--- src/hdl/mds_pkg.sv ---
// Shared types, sizes, datapath commands and helper functions of the dominating set search.
package mds_pkg;

	localparam int MAX_NODES = 32;
	localparam int NODE_W    = $clog2(MAX_NODES);
	localparam int CNT_W     = $clog2(MAX_NODES + 1);
	localparam int CMP_W     = (CNT_W > 6) ? CNT_W : 6;
	localparam int FRAME_W   = 3 * MAX_NODES;

	typedef logic [MAX_NODES-1:0] mask_t;
	typedef logic [NODE_W-1:0]    node_t;
	typedef logic [CNT_W-1:0]     cnt_t;

	localparam int OP_W = 4;
	typedef logic [OP_W-1:0] op_t;

	localparam op_t OP_NONE      = 4'd0;
	localparam op_t OP_LOAD      = 4'd1;
	localparam op_t OP_FIX       = 4'd2;
	localparam op_t OP_ACC_INIT  = 4'd3;
	localparam op_t OP_ACC       = 4'd4;
	localparam op_t OP_SRCH_INIT = 4'd5;
	localparam op_t OP_ENTER     = 4'd6;
	localparam op_t OP_EXPAND    = 4'd7;
	localparam op_t OP_PUSH      = 4'd8;
	localparam op_t OP_POP       = 4'd9;
	localparam op_t OP_FINISH    = 4'd10;

	typedef struct packed {
		op_t  op;
		logic last;
	} cmd_t;

	typedef struct packed {
		logic idx_end;
		logic prune;
		logic cand_zero;
		logic sp_zero;
		logic out_busy;
	} stat_t;

	function automatic mask_t onehot(input node_t v);
		mask_t m;
		m = '0;
		m[v] = 1'b1;
		return m;
	endfunction

	function automatic node_t lowest(input mask_t m);
		node_t r;
		r = '0;
		for (int i = MAX_NODES - 1; i >= 0; i--) begin
			if (m[i]) begin
				r = NODE_W'(i);
			end
		end
		return r;
	endfunction

	function automatic cnt_t eff_count(input logic [5:0] raw);
		cnt_t r;
		if (CMP_W'(raw) > CMP_W'(MAX_NODES)) begin
			r = CNT_W'(MAX_NODES);
		end else begin
			r = CNT_W'(raw);
		end
		return r;
	endfunction

	function automatic mask_t mask_below(input cnt_t n);
		mask_t m;
		m = '0;
		for (int i = 0; i < MAX_NODES; i++) begin
			m[i] = (CNT_W'(i) < n);
		end
		return m;
	endfunction

endpackage

--- src/hdl/mds_ctrl.sv ---
// Controller state machine: load, fixing sweep, cover sweep, depth-first search, result.
module mds_ctrl
	import mds_pkg::*;
(
	input  logic  clk,
	input  logic  arst_n,
	input  logic  s_tvalid,
	input  logic  s_tlast,
	output logic  s_tready,
	input  stat_t stat,
	output cmd_t  cmd
);

	localparam logic [3:0] ST_LOAD   = 4'd0;
	localparam logic [3:0] ST_FIX    = 4'd1;
	localparam logic [3:0] ST_ACC    = 4'd2;
	localparam logic [3:0] ST_ENTER  = 4'd3;
	localparam logic [3:0] ST_EXPAND = 4'd4;
	localparam logic [3:0] ST_ITER   = 4'd5;
	localparam logic [3:0] ST_RET    = 4'd6;
	localparam logic [3:0] ST_POP    = 4'd7;
	localparam logic [3:0] ST_DONE   = 4'd8;

	logic [3:0] state_q;
	logic [3:0] state_d;

	always_comb begin
		state_d  = state_q;
		cmd.op   = OP_NONE;
		cmd.last = s_tlast;
		s_tready = 1'b0;
		case (state_q)
			ST_LOAD: begin
				s_tready = 1'b1;
				if (s_tvalid) begin
					cmd.op = OP_LOAD;
					if (s_tlast) begin
						state_d = ST_FIX;
					end
				end
			end
			ST_FIX: begin
				if (stat.idx_end) begin
					cmd.op  = OP_ACC_INIT;
					state_d = ST_ACC;
				end else begin
					cmd.op = OP_FIX;
				end
			end
			ST_ACC: begin
				if (stat.idx_end) begin
					cmd.op  = OP_SRCH_INIT;
					state_d = ST_ENTER;
				end else begin
					cmd.op = OP_ACC;
				end
			end
			ST_ENTER: begin
				cmd.op  = OP_ENTER;
				state_d = stat.prune ? ST_RET : ST_EXPAND;
			end
			ST_EXPAND: begin
				cmd.op  = OP_EXPAND;
				state_d = ST_ITER;
			end
			ST_ITER: begin
				if (stat.cand_zero) begin
					state_d = ST_RET;
				end else begin
					cmd.op  = OP_PUSH;
					state_d = ST_ENTER;
				end
			end
			ST_RET: begin
				state_d = stat.sp_zero ? ST_DONE : ST_POP;
			end
			ST_POP: begin
				cmd.op  = OP_POP;
				state_d = ST_ITER;
			end
			ST_DONE: begin
				if (!stat.out_busy) begin
					cmd.op  = OP_FINISH;
					state_d = ST_LOAD;
				end
			end
			default: begin
				state_d = ST_LOAD;
			end
		endcase
	end

	always_ff @(posedge clk or negedge arst_n) begin
		if (!arst_n) begin
			state_q <= ST_LOAD;
		end else begin
			state_q <= state_d;
		end
	end

endmodule
--- config.mk ---
export PLATFORM = sky130hd
export DESIGN_NAME = mds_ctrl
export DESIGN_NICKNAME = d
export VERILOG_FILES = /design/src/hdl/mds_pkg.sv /design/src/hdl/mds_ctrl.sv
export SDC_FILE = /design/constraint.sdc
export NUM_CORES = 1
export LEC_CHECK = 0
export ABC_AREA = 1
export BUFFER_PORTS_ARGS = -buffer_cell sky130_fd_sc_hd__buf_2
export CORE_AREA = 2 2 39 41
export CTS_CLUSTER_SIZE = 24
export DETAILED_ROUTE_END_ITERATION = 10
export DIE_AREA = 0 0 41 43
export PLACE_DENSITY = 0.6
export SETUP_SLACK_MARGIN = 0.2
export SYNTH_ARGS = -nofsm -noshare
export SYNTH_HDL_FRONTEND = slang
export SYNTH_SLANG_ARGS = --single-unit
export TNS_END_PERCENT = 30
--- constraint.sdc ---
create_clock -name clk -period 1.4 [get_ports clk]
set_input_delay 0.07 -clock clk [delete_from_list [all_inputs] [get_ports clk]]
set_output_delay 0.07 -clock clk [all_outputs]
set_load 0.02 [all_outputs]
### Yosys cells after proc, flatten, opt, wreduce, memory -nomap -nowiden

Cells that the tools add are included.

* logic and storage cells: 33
* output and inout port bits: 6
* bits in registers: 4
* input bits: 9
* memories: 0
* bits in writable memories: 0
* latch bits: 0
* memory bits (read-only): 0

* $add $sub $neg: 0
* bitwise gates (word level): 0
* equal/unequal tests: 13
* multiplexer cells: 16
* multipliers: 0
* div/mod/pow operators: 0
* $lt $le $gt $ge: 0
* reduce and logical (&&, ||, !) cells: 3
* shift-type cells: 0

Operator list (count)
* $pmux 4 s8: 2
* $mux 4: 8
* $eq 4x3->1 const B: 4
* $ne 2x2->1 const B: 5
* $eq 4x2->1 const B: 2
* $reduce_and 5->1: 1
* $eq 4x1->1 const B: 1
* $eq 4x4->1 const B: 1
* $logic_not 4->1: 1
* $mux 1: 4
* $mux 3: 1
* $mux 2: 1
* $reduce_or 2->1: 1

### Depth between registers and ports, before layout

* depth in word-level cells: 3
* gate-level depth with buffers: 8
* depth with buffers taken out: 8

### Worst setup path after synthesis

OpenSTA, ideal clock, no wires.

* kind: register to output
* from: reg state_q[3]
* to: out cmd[1] (netlist name)
* buffers on the path: 0
* stages on the path, launching flop included: 4
* data required time: 1330 ps
* path slack: 120 ps
* data arrival time: 1210 ps
* cells stage by stage: dfrtp_1 nor2_4 nand3_2 o21ai_0

RTL lines
* from (decl): RTL line mds_ctrl.sv:24 `logic [3:0] state_q;`
* from (signal assigned): RTL line mds_ctrl.sv:97 `state_q <= state_d;`
* to (decl): RTL line mds_ctrl.sv:11 `output cmd_t cmd`

==> metrics.yaml <==
power.leakage_uw: 0.000322
ff2ff_path_depth: 8
numCtsBuffers: 3
worstHoldStart: "stat[1]"
post-route-util_pct: 42.4
placed_area_sq_um: 460
antenna_found_initial: 0
ioPinCount: 15
die_x_microns: 41
finalMaxSlewViolations: 0
synth_fp_nets: 69
holdCritPathClass: "in2reg"
post-route-drc-count: 0
power_uw: 1440
core-area_sq_um: 1380
cts_tree: "done"
largest_reg_flops: 4
hold_depth: 3
clk_latency_ps: 240
drt_iter0_markers: 16
post-dp-hpwl_microns: 739
crit_start: "state_q[1]"
grt.overflow.total: 0
wl_per_cell_microns: 10.7
required_ps: 1330
die_area_sq_um: 1760
htree_num_levels: 1
n_antenna_cell: 0
clkSinkCount: 4
peakVddDrop_mv: 0.763
ys_ff_latch: 4
worst_pin_slew_ps: 249
reg_top3: "state_q: 4 flops"
r2r-start: "state_q[1]"
r2r_setup_slack_ps: 160
fin_crit_ps: 1330
io_buffer_count: 14
grt_max_degree: 6
slew_headroom_pct: 83.4
finalHoldViolCount: 0
avgSynthCellArea_sq_um: 6.24
grt_usage_pct: 15.3
nets: 93
largest-register: "state_q"
arrival_ps: 1260
gp_congestion: 0.823
rows: 14
totalWireLength_microns: 1050
finalClockSkew_ps: 6.25
grt_pass1_wl_microns: 1750
drive_gt1_share_pct: 51.2
use_met3_pct: 4.71
min_to: "state_q[3]"
gr-usage-met1_pct: 17.3
ant_nets: 0
crit_fanout: 4
reg2reg_to: "state_q[0]"
synth-seq-area-share_pct: 26.8
vias: 460
firstDrtPassIters: 4
drv_cap: 0
synth_top_area_share_pct: 26.8
met2_usage_pct: 24.4
grt_pass1_vias: 410
syn2layout_area_growth_pct: 56.9
fill_cells: 145
setup_viol: 0
rsz0062_at_grt: "yes"
die_h_microns: 43
synth.distinct_cells: 16
grt_most_used_layer: "met2"
tns_ps: 0
ys_warn_count: 0
root_buffer: "clkbuf_4"
synth_area_sq_um: 374
fin_crit_sh_pct: 95.1
hold_ws_ps: 133
netlist_instances: 60
clk_pin_slew_ps: 40
powerDensity_nw_per_um2: 2460
synth_area_leader_cell: "dfrtp_1"
routed_via_density: 4.69
cts.path.max_buffers: 2
crit_type: "reg2out"
start_kind: "flip-flop"
final_cell_area_sq_um: 587
fmax_mhz: 751
yosys-top-cells-area: "dfrtp_1, nand2_1, nand3_1"
end_kind: "output port"
outcome: "completed"
initial_core_util_pct: 27.0
-- synthesized netlist by cell type --
master	n
nand3_1	7
inv_1	9
nand2_1	18
dfrtp_1	4
nor2_4	2
buf_4	1
nor2_2	2
nor2_1	5
inv_2	1
a21oi_1	1
nand2_2	1
o21ai_0	2
nand3_2	1
o211ai_1	2
nand3b_1	1
nand4_1	3
-- worst max-delay path, cell delays in order (launching register included) --
cell and delay, ps:
dfrtp_2 450, nand2_2 100, inv_2 40, nand2_2 70, nand2_2 60, a21oi_2 110
o21ai_2 60, buf_6 130
-- logic make-up after synthesis --
logic type             share of synthesized area (%)
DFF                                             26.8
AOI/OAI and AO/OA                               8.02
buffers and inverters                           12.0
and+or+nand+nor                                 53.2
-- stage by stage --
step,std cells,setup WS (ps)
floorplan,60,167
global placement,89,154
detailed placement,89,183
CTS,98,79.9
global route,98,-19.2
finish,98,69.2
-- how the worst max path moves through the flow --
stage	endpoint	slack, ps	cells after the start
final	cmd[1]	70	7
after global routing	cmd[2]	-20	4
after CTS	cmd[1]	80	7
after detailed placement	cmd[1]	180	6
after global placement	state_q[0]	150	6
after floorplan	cmd[3]	170	3
-- layout make-up --
cell class | instances | area [sq um] | area share [%]
Multi-Input combinational cell | 45 | 269 | 45.8
Sequential cell | 4 | 104 | 17.7
Tap cell | 16 | 20.0 | 3.41
Timing Repair Buffer | 20 | 134 | 22.8
Inverter | 10 | 37.5 | 6.40
Clock buffer | 3 | 22.5 | 3.84
-- where the power goes --
| part | total, uW | internal (uW) | leakage (uW) | switching [uW] |
|---|---|---|---|---|
| Combinational | 1050 | 444 | 0.000261 | 603 |
| Clock | 145 | 96.1 | 0.0000138 | 49.2 |
| Sequential | 250 | 171 | 0.0000473 | 78.7 |
-- what timing repair did --
item                       in CTS  in global routing
hold buffers                    1                  0
gates resized for setup        14                  8
pin swaps                       4                  5
hold endpoints to repair        4                  0
setup endpoints to repair       7                  8
setup buffers                   5                  0
-- metal layers --
layer | share of wire, % | wire [microns]
met4 | 0 | 0
met2 | 57 | 601
met3 | 2.6 | 27
met5 | 0 | 0
met1 | 40 | 424
-- placed cells by master (no fill, tap or decap), types with 2 or more instances in the layout --
| cell type | count |
|---|---|
| buf_2 | 9 |
| buf_4 | 9 |
| clkbuf_4 | 3 |
| dfrtp_2 | 3 |
| inv_1 | 7 |
| inv_2 | 3 |
| nand2_1 | 15 |
| nand2_2 | 4 |
| nand3_1 | 6 |
| nand3_2 | 2 |
| nand4_1 | 3 |
| nor2_1 | 3 |
| nor2_4 | 5 |
| o211ai_1 | 2 |
Note: power is estimated with default switching activity, not from simulation.
